<file path="src/rtl/ncas_pkg.sv">
// Shared types and constants for the NAND command/address cycle sequencer.
// No dependencies; imported by the decoder, the emitter, the top level and the testbench.
package ncas_pkg;

    localparam int unsigned SLOTS     = 7;
    localparam int unsigned SLOT_W    = $clog2(SLOTS);
    localparam int unsigned IN_DATA_W = 40;

    localparam logic [7:0] CMD_SEQ_INPUT  = 8'h80;
    localparam logic [7:0] CMD_RESET      = 8'hFF;
    localparam logic [7:0] CMD_READ_SPARE = 8'h50;
    localparam logic [7:0] CMD_READ_HALF2 = 8'h01;
    localparam logic [7:0] CMD_READ_HALF1 = 8'h00;

    localparam logic CFG_PAGE_IS_512   = 1'b0;
    localparam logic CFG_FOURTH_ADDR   = 1'b1;

    typedef struct packed {
        logic [19:0] page_num;
        logic        has_page;
        logic [9:0]  column;
        logic        has_column;
        logic [7:0]  command;
    } request_t;

    typedef struct packed {
        logic page_is_512;
        logic fourth_address_cycle;
    } cfg_t;

    // Bus cycles of one request, in order, with the index of the final one.
    typedef struct packed {
        logic [SLOTS-1:0][7:0] bytes;
        logic [SLOTS-1:0]      is_addr;
        logic [SLOT_W-1:0]     last_idx;
    } plan_t;

endpackage

</file>
<file path="src/rtl/ncas_decode.sv">
// Request decoder: turns one request into the ordered list of bus cycles.
// Depends on ncas_pkg.
module ncas_decode
    import ncas_pkg::*;
(
    input  request_t req,
    input  cfg_t     cfg,
    output plan_t    plan
);

    logic [7:0]        cand [SLOTS];
    logic [SLOTS-1:0]  cand_en;
    logic [SLOTS-1:0]  cand_addr;
    logic [SLOT_W-1:0] fill;
    logic [9:0]        col_eff;

    // Rebasing the column by 256 or 512 never touches its low byte, so the
    // column cycle always carries column[7:0].
    always_comb begin
        col_eff   = req.has_column ? req.column : 10'd0;
        cand[0]   = CMD_READ_HALF1;
        cand[1]   = CMD_SEQ_INPUT;
        cand[2]   = CMD_SEQ_INPUT;
        cand_en   = '0;
        cand_addr = 7'b1111000;
        if (req.command != CMD_SEQ_INPUT) begin
            cand[0]    = req.command;
            cand_en[0] = 1'b1;
        end else if (!cfg.page_is_512 && col_eff[9:8] != 2'b00) begin
            cand[0]      = CMD_RESET;
            cand[1]      = CMD_READ_SPARE;
            cand_en[2:0] = 3'b111;
        end else if (cfg.page_is_512 && col_eff[9]) begin
            cand[0]      = CMD_READ_SPARE;
            cand_en[1:0] = 2'b11;
        end else if (cfg.page_is_512 && col_eff[8]) begin
            cand[0]      = CMD_READ_HALF2;
            cand_en[1:0] = 2'b11;
        end else begin
            cand_en[1:0] = 2'b11;
        end
        cand[3]    = req.column[7:0];
        cand[4]    = req.page_num[7:0];
        cand[5]    = req.page_num[15:8];
        cand[6]    = {4'd0, req.page_num[19:16]};
        cand_en[3] = req.has_column;
        cand_en[4] = req.has_page;
        cand_en[5] = req.has_page;
        cand_en[6] = req.has_page && cfg.fourth_address_cycle;
    end

    // Pack the enabled cycles into consecutive slots.
    always_comb begin
        plan = '0;
        fill = '0;
        for (int i = 0; i < SLOTS; i++) begin
            if (cand_en[i]) begin
                plan.bytes[fill]   = cand[i];
                plan.is_addr[fill] = cand_addr[i];
                fill               = fill + SLOT_W'(1);
            end
        end
        plan.last_idx = fill - SLOT_W'(1);
    end

endmodule

</file>
<file path="src/rtl/ncas_emit.sv">
// Cycle emitter: holds one decoded request and walks its bus cycles into the
// output register, one per transfer. Depends on ncas_pkg.
module ncas_emit
    import ncas_pkg::*;
(
    input  logic       aclk,
    input  logic       aresetn,
    input  logic       load,
    input  plan_t      plan_in,
    output logic       free,
    output logic [7:0] out_byte,
    output logic       out_addr,
    output logic       out_last,
    output logic       out_valid,
    input  logic       out_ready
);

    plan_t             plan_reg;
    logic              plan_valid_reg;
    logic [SLOT_W-1:0] idx_reg;
    logic [SLOT_W-1:0] idx_next;
    logic              out_valid_reg;
    logic [7:0]        out_byte_reg;
    logic              out_addr_reg;
    logic              out_last_reg;
    logic              move;
    logic              at_last;

    assign move     = plan_valid_reg && (!out_valid_reg || out_ready);
    assign at_last  = (idx_reg == plan_reg.last_idx);
    assign free     = !plan_valid_reg || (move && at_last);
    assign idx_next = at_last ? '0 : idx_reg + SLOT_W'(1);

    always_ff @(posedge aclk) begin
        if (!aresetn) begin
            plan_valid_reg <= 1'b0;
            idx_reg        <= '0;
            out_valid_reg  <= 1'b0;
        end else begin
            if (move) begin
                idx_reg <= idx_next;
            end
            if (load) begin
                plan_valid_reg <= 1'b1;
            end else if (move && at_last) begin
                plan_valid_reg <= 1'b0;
            end
            if (move) begin
                out_valid_reg <= 1'b1;
            end else if (out_ready) begin
                out_valid_reg <= 1'b0;
            end
        end
    end

    always_ff @(posedge aclk) begin
        if (load) begin
            plan_reg <= plan_in;
        end
        if (move) begin
            out_byte_reg <= plan_reg.bytes[idx_reg];
            out_addr_reg <= plan_reg.is_addr[idx_reg];
            out_last_reg <= at_last;
        end
    end

    assign out_valid = out_valid_reg;
    assign out_byte  = out_byte_reg;
    assign out_addr  = out_addr_reg;
    assign out_last  = out_last_reg;

endmodule

</file>
<file path="src/rtl/nand_command_address_sequencer.sv">
// Top level of the NAND command/address cycle sequencer.
// Depends on ncas_pkg, ncas_decode and ncas_emit.
//
//   Channel | Direction | Ports                          | Carries
//   --------+-----------+--------------------------------+------------------------------
//   s_      | in        | s_tvalid s_tready s_tdata      | one request per transfer
//   m_      | out       | m_tvalid m_tready m_tdata/user | one bus cycle per transfer
//   cfg_    | in        | cfg_wr_en cfg_index cfg_wdata  | register writes, no read-back
//
// A request is decoded as it is accepted into a plan register, and the emitter
// then moves one bus cycle per clock, unless stalled, from that plan into the
// output register; a request makes 1 to 7 bus cycles (one command cycle, or
// two prefix or three reset-prefix ones, then an optional column cycle and two
// or three page cycles). The plan register frees in the same cycle its final
// bus cycle moves out, so the next request is accepted then and there is no
// gap between requests while m_tready stays high. When m_tready is low the
// output register holds its transfer, the plan holds, and s_tready drops once
// a plan is waiting. Reset (aresetn low, sampled on aclk) empties both
// registers and restores 512-byte pages with two page-address cycles.
module nand_command_address_sequencer
    import ncas_pkg::*;
(
    input  logic                 aclk,
    input  logic                 aresetn,
    // Fields from bit 0 up: command[7:0], has_column[8], column[18:9],
    // has_page[19], page_num[39:20].
    input  logic [IN_DATA_W-1:0] s_tdata,
    input  logic                 s_tvalid,
    output logic                 s_tready,
    // bus_byte[7:0].
    output logic [7:0]           m_tdata,
    // is_address[0]: 1 for an address latch cycle, 0 for a command latch cycle.
    output logic                 m_tuser,
    output logic                 m_tlast,
    output logic                 m_tvalid,
    input  logic                 m_tready,
    input  logic                 cfg_wr_en,
    input  logic                 cfg_index,
    input  logic                 cfg_wdata
);

    cfg_t     cfg_reg;
    request_t req;
    plan_t    plan;
    logic     load;

    // Configuration registers; both indexes of the one-bit index are defined.
    always_ff @(posedge aclk) begin
        if (!aresetn) begin
            cfg_reg.page_is_512          <= 1'b1;
            cfg_reg.fourth_address_cycle <= 1'b0;
        end else if (cfg_wr_en) begin
            if (cfg_index == CFG_PAGE_IS_512) begin
                cfg_reg.page_is_512 <= cfg_wdata;
            end else begin
                cfg_reg.fourth_address_cycle <= cfg_wdata;
            end
        end
    end

    assign req  = request_t'(s_tdata);
    assign load = s_tvalid && s_tready;

    ncas_decode u_decode (
        .req  (req),
        .cfg  (cfg_reg),
        .plan (plan)
    );

    ncas_emit u_emit (
        .aclk      (aclk),
        .aresetn   (aresetn),
        .load      (load),
        .plan_in   (plan),
        .free      (s_tready),
        .out_byte  (m_tdata),
        .out_addr  (m_tuser),
        .out_last  (m_tlast),
        .out_valid (m_tvalid),
        .out_ready (m_tready)
    );

endmodule

</file>
<file path="config.mk">
export PLATFORM = sky130hd
export DESIGN_NAME = nand_command_address_sequencer
export DESIGN_NICKNAME = d
export VERILOG_FILES = /design/src/rtl/ncas_pkg.sv /design/src/rtl/ncas_decode.sv /design/src/rtl/ncas_emit.sv /design/src/rtl/nand_command_address_sequencer.sv
export SDC_FILE = /design/constraint.sdc
export NUM_CORES = 1
export LEC_CHECK = 0
export ABC_AREA = 1
export BUFFER_PORTS_ARGS = -buffer_cell sky130_fd_sc_hd__buf_2
export CAP_MARGIN = 5
export CORE_MARGIN = 2
export CORE_UTILIZATION = 60
export DETAILED_ROUTE_END_ITERATION = 10
export PLACE_DENSITY = 0.79
export SLEW_MARGIN = 30
export SYNTH_ARGS = -nofsm -noshare
export SYNTH_HDL_FRONTEND = slang
export SYNTH_SLANG_ARGS = --single-unit
</file>
<file path="constraint.sdc">
create_clock -name aclk -period 10.35 [get_ports aclk]
set_input_delay 1.035 -clock aclk [delete_from_list [all_inputs] [get_ports aclk]]
set_output_delay 1.035 -clock aclk [all_outputs]
set_load 0.02 [all_outputs]
</file>
-- Word-level counts from Yosys, hierarchy flattened
Cells that the tools add are included.
- word-level logic and storage cells: 123
- output and inout port bits: 12
- input bits: 47
- flip-flop bits (word level): 83
- reduce and logical (&&, ||, !) cells: 22
- $lt $le $gt $ge: 11
- bitwise gates (word level): 10
- mux-type cells: 54
- add/sub/neg operators: 7
- equality and inequality tests: 2
- operator list (operator ; number):
    $mux W63 ; 5
    $bwmux W56 ; 4
    $demux W8 S3 ; 5
    $mux W8 ; 11
    $and A49 B49 Y49 ; 1
    $not A49 Y49 ; 1
    $or A7 B7 Y7 ; 4
    $bmux W8 S3 ; 1
    $mux W23 ; 1
    $lt A3 B4 Y1 const B ; 5
    $mux W3 ; 6
    $add A3 B1 Y3 const B ; 5
    $demux W1 S3 ; 5
    $ge A3 B1 Y1 const B ; 4
    $logic_and A1 B1 Y1 ; 12
    $mux W1 ; 12
    $mux W10 ; 1
    $ne A8 B8 Y1 const B ; 1
    $and A7 B7 Y7 ; 1
    $not A7 Y7 ; 1
    $or A2 B7 Y7 ; 1
    $reduce_bool A2 Y1 ; 3
    $lt A2 B4 Y1 const B ; 1
    $mux W2 ; 2
    other kinds (9) ; 13

-- Logic depth before layout (Yosys ltp)
- word-level depth: 21
- mapped depth: 21
- mapped depth without buffers: 20

-- Cells and area by module
A second synthesis with hierarchy kept.
- cells, all modules: 671
- area, all modules: 5341.4 sq um
- by module, submodules not included (module ; area an instance (sq um) ; seq. area each (sq um) ; cells an instance ; times used):
    ncas_emit ; 3129.3 ; 2382.3 ; 237 ; 1
    ncas_decode ; 2120.8 ; 0.0 ; 419 ; 1
    nand_command_address_sequencer ; 91.3 ; 40.0 ; 15 ; 1

-- Worst setup path before layout
No wires, ideal clock.
- path kind: input to register
- from: input port m_tready
- to: register u_emit.plan_reg[0] (netlist name) (enable)
- setup time: 512 ps
- stages on the path: 6
- arrival time: 4839 ps
- setup slack: 4999 ps
- data required time: 9838 ps
- buffers on the path: 0
- cell sequence: inv_1 -> nand2_1 -> nand2_1 -> inv_1 -> nand2_1 -> a21oi_1
- longest elaborated chain between the ends: 5
- RTL lines (element ; RTL line ; RTL):
    start: declaration ; nand_command_address_sequencer.sv:36 ; input logic m_tready,
    $logic_or A1 B1 Y1 ; ncas_emit.sv:29 ; assign move = plan_valid_reg && (!out_valid_reg || out_ready);
    $logic_and A1 B1 Y1 ; ncas_emit.sv:29 ;
    named net u_emit.move ; ncas_emit.sv:26 ; logic move;
    $logic_and A1 B1 Y1 ; ncas_emit.sv:31 ; assign free = !plan_valid_reg || (move && at_last);
    $logic_or A1 B1 Y1 ; ncas_emit.sv:31 ;
    $logic_and A1 B1 Y1 ; nand_command_address_sequencer.sv:62 ; assign load = s_tvalid && s_tready;
    named net load ; nand_command_address_sequencer.sv:45 ; logic load;
    end signal: assignment ; ncas_emit.sv:58 ; plan_reg <= plan_in;
    end: declaration ; ncas_emit.sv:18 ; plan_t plan_reg;
The timed path passes the listed nets, and every way through them passes these cells.
A chain may end at the register's enable or synchronous reset.

==> summary.md <==
| Metric | Value |
|---|---|
| Status | complete, no violations |
| Num Clock Sinks | 83 |
| Vias in the first global route | 4889 |
| GRT overflow | 0 |
| Ys flop type | edfxtp_1 |
| Setup WS pre-CTS | 6.012 ns |
| Max H-tree Level | 3 |
| DR WL/cell | 19.27 um |
| Ys Warns | 0 |
| Cells after synthesis | 699 |
| EDFF count, synth | 76 |
| Placer Congestion | 1.038 |
| Total Neg Setup Slack | 0 ns |
| CTS Hold Buffers Added | 0 |
| Synth area leaders | edfxtp_1, nand2_1, nor2_1 |
| Worst Setup Start Kind | primary input |
| Ports | 59 |
| Fin nets | 795 |
| Setup ws final | 6.267 ns |
| Drt pass-1 iters | 6 |
| # DRC | 0 |
| Min Clock Period, post-route | 4.083 ns |
| Die height | 99.77 um |
| Post-CTS resize count | 0 |
| Net Count, Synth | 751 |
| Cts bufs inserted | 9 |
| Layout cells sized above 1 | 17.65% |
| Crit end category | flop |
| Total Die Area | 0.009953 mm^2 |
| Tightest Pin Transition | 0.8381 ns |
| Post-synth cell types | 42 |
| Port bufs | 58 |
| FF-to-FF End | u_emit.plan_reg[2] |
| ANT cells | 0 |
| FF-to-FF path depth | 14 |
| Global-route wire length before repair | 26190 um |
| Number of synthesized register bits | 83 |
| Max stage delay on crit path | 0.54 ns |
| Tot GR Track Use | 34.61% |
| Num rows | 34 |
| Flop2flop setup slack | 6.92 ns |
| Period Utilization, post-route | 39.45% |
| Vias | 5338 |
| Routed Antenna Nets | 0 |
| Setup Buffers After CTS | 0 |
| PD cells | 138.7 mW/mm^2 |
| Worst slew margin | 44.05% |
| Max reg flops | 66 |
| Non-filler instance count after layout | 856 |
| Final hold violation count | 0 |
| Antenna violations before repair | 0 |
| Clock transition at the registers of the reported paths | 0.09 ns |
| Max rail drop VDD | 74.50 uV |
| Hold Startpoint | cfg_reg[0] |
| RR Startpoint | cfg_reg[1] |
| Slowest cell on crit path | inv_1 |
| Largest delay contributor family on the critical path | buffers and inverters |
| Average size of a mapped cell | 7.872 um^2 |
| Crit path cell chain | buf_2 > inv_1 > nand3_2 > nand2_1 > inv_1 > ha_1 > o21ai_0 > ha_1 > xnor2_1 > nand2_1 > nand2_1 > inv_1 |
| Clk buf depth | 2 |
| Arrival time at the worst endpoint | 4.20 ns |
| Bufs and invs on worst path | 4 |
| Area delta synth->final | 9.868% |
| Placed cell count | 840 |
| Via-to-Cell Ratio | 6.236 |
| Fmax achieved | 244.9 MHz |
| Seq/Total Area, Yosys | 44.02% |
| Synthesized cell area | 0.005503 mm^2 |
| Ys async rst share | 0% |
| Crit-path max FO | 30 |
| DP Wirelength | 12350 um |
| WS Path Type | in -> reg |
| Filler instances | 743 |
| Die width | 99.77 um |
| Yosys top cell area share | 41.47% |
| Final Slew Violations | 0 |
| Clk_skew | 0.01143 ns |
| Clock Latency Late Sink | 0.35 ns |
| Setup crit end | u_emit.plan_reg[2] |
| LEAKAGE | 2.713 nW |
| Initial drt markers | 819 |
| Root Driver | clkbuf_8 |
| Worst setup path startpoint | s_tdata[19] |
| Area leader, netlist | edfxtp_1 |
| Worst EP required | 10.47 ns |
| Largest net degree at the start of global routing | 67 |
| Hold Crit Class | reg -> reg |
| Starting density of the core | 62.49% |
| Max-cap violations | 0 |
| Setup Viol. Count Final | 0 |
| RSZ-0062 raised after global routing | no |
| Crit path depth | 12 |
| WL final | 16490 um |
| CTS tree | done |
| Floorplan core area | 0.008806 mm^2 |
==> cells by family after synthesis <==
kind of cell,count (synthesis),synth area share [%]
xor gates and xnor gates,5,0.7958
AOI/OAI and AO/OA,128,13.39
buffers and inverters,111,8.436
adders and majority gates,5,1.137
and+or+nand+nor,367,32.22
DFF,83,44.02
==> cell usage in the layout (no fill, tap or decap), drive strengths merged <==
cell type / Yosys / layout
o211ai: 9 / 9
nor3: 2 / 2
xnor2: 1 / 1
a21oi: 19 / 19
clkinvlp: 0 / 1
o31ai: 1 / 1
xor2: 4 / 4
clkbuf: 13 / 9
nand3: 55 / 55
ha: 5 / 5
bufinv: 0 / 2
o22ai: 9 / 9
or2: 1 / 1
a31oi: 10 / 10
edfxtp: 76 / 76
dfxtp: 7 / 7
inv: 80 / 84
o21ai: 70 / 70
buf: 16 / 62
nand4: 30 / 30
nand2: 184 / 184
nor2: 95 / 95
clkinv: 2 / 2
a21boi: 1 / 1
o32ai: 9 / 9
==> layer usage <==
metal / track usage (%) / vias to the layer above / share of wire, %
met5: 0 / - / 0
met4: 12.12 / 0 / 3.5
met3: 7.379 / 58 / 12
met2: 53.01 / 369 / 45
met1: 48.93 / 2447 / 40
li1: - / 2464 / -
==> layout make-up <==
cell class | count | area, um^2 | area share, %
clock buffers | 9 | 123.9 | 2.049
clock inverters | 7 | 105.1 | 1.738
inverters | 82 | 311.5 | 5.153
multi-input cells | 505 | 2628 | 43.46
flip-flops and latches | 83 | 2422 | 40.07
well taps | 108 | 135.1 | 2.235
repair buffers | 62 | 320.3 | 5.298
==> worst min path at each step <==
stage,slack [ns],endpoint,cells after the start
finish,0.51,cfg_reg[0],2
global route,0.55,cfg_reg[0],2
CTS,0.52,cfg_reg[0],2
detailed placement,0.51,cfg_reg[0],2
global placement,0.47,u_emit.out_valid,2
floorplan,0.46,cfg_reg[0],2
==> report_power, final <==
| part | total [mW] | internal, mW | leakage, nW | switching (mW) |
|---|---|---|---|---|
| registers | 0.402 | 0.395 | 0.797 | 0.00697 |
| clock network | 0.267 | 0.140 | 0.112 | 0.127 |
| logic | 0.169 | 0.0491 | 1.80 | 0.120 |
| total | 0.839 | 0.584 | 2.71 | 0.254 |
==> synthesized netlist by cell type (5+ instances only) <==
| library cell | number |
|---|---|
| nand2_1 | 165 |
| nor2_1 | 87 |
| edfxtp_1 | 76 |
| inv_1 | 71 |
| o21ai_0 | 53 |
| nand3_1 | 48 |
| nand4_1 | 26 |
| a21oi_1 | 18 |
| o21ai_1 | 15 |
| clkbuf_1 | 13 |
| nand2_2 | 12 |
| a31oi_1 | 10 |
| o211ai_1 | 9 |
| o22ai_1 | 9 |
| o32ai_1 | 9 |
| buf_2 | 8 |
| inv_2 | 8 |
| dfxtp_1 | 7 |
| nand2_4 | 6 |
| ha_1 | 5 |
| nand3_2 | 5 |
==> worst register-to-register path: stages (launching register included) <==
cell     delay (ns)
dfxtp_1        0.43
inv_1          0.14
nand2_2        0.13
nand3_2        0.16
nand2_4        0.17
nand2_1        0.08
nand2_1        0.60
inv_1          0.42
ha_1           0.41
o21ai_0        0.09
ha_1           0.21
xnor2_1        0.19
nand2_1        0.07
nand2_1        0.06
inv_1          0.04
==> per-stage QoR <==
stage | utilization (%) | power, mW | instance area (um^2) | hold slack [ns]
floorplan | - | 0.5233 | 5503 | 0.4637
global placement | 66.06 | 0.5706 | 5817 | 0.4703
detailed placement | 66.06 | 0.5756 | 5817 | 0.5050
CTS | 68.66 | 0.8366 | 6046 | 0.5190
global route | 68.66 | 0.8705 | 6046 | 0.5462
finish | 68.66 | 0.8388 | 6046 | 0.5134
(Power assumes the default switching activity.)
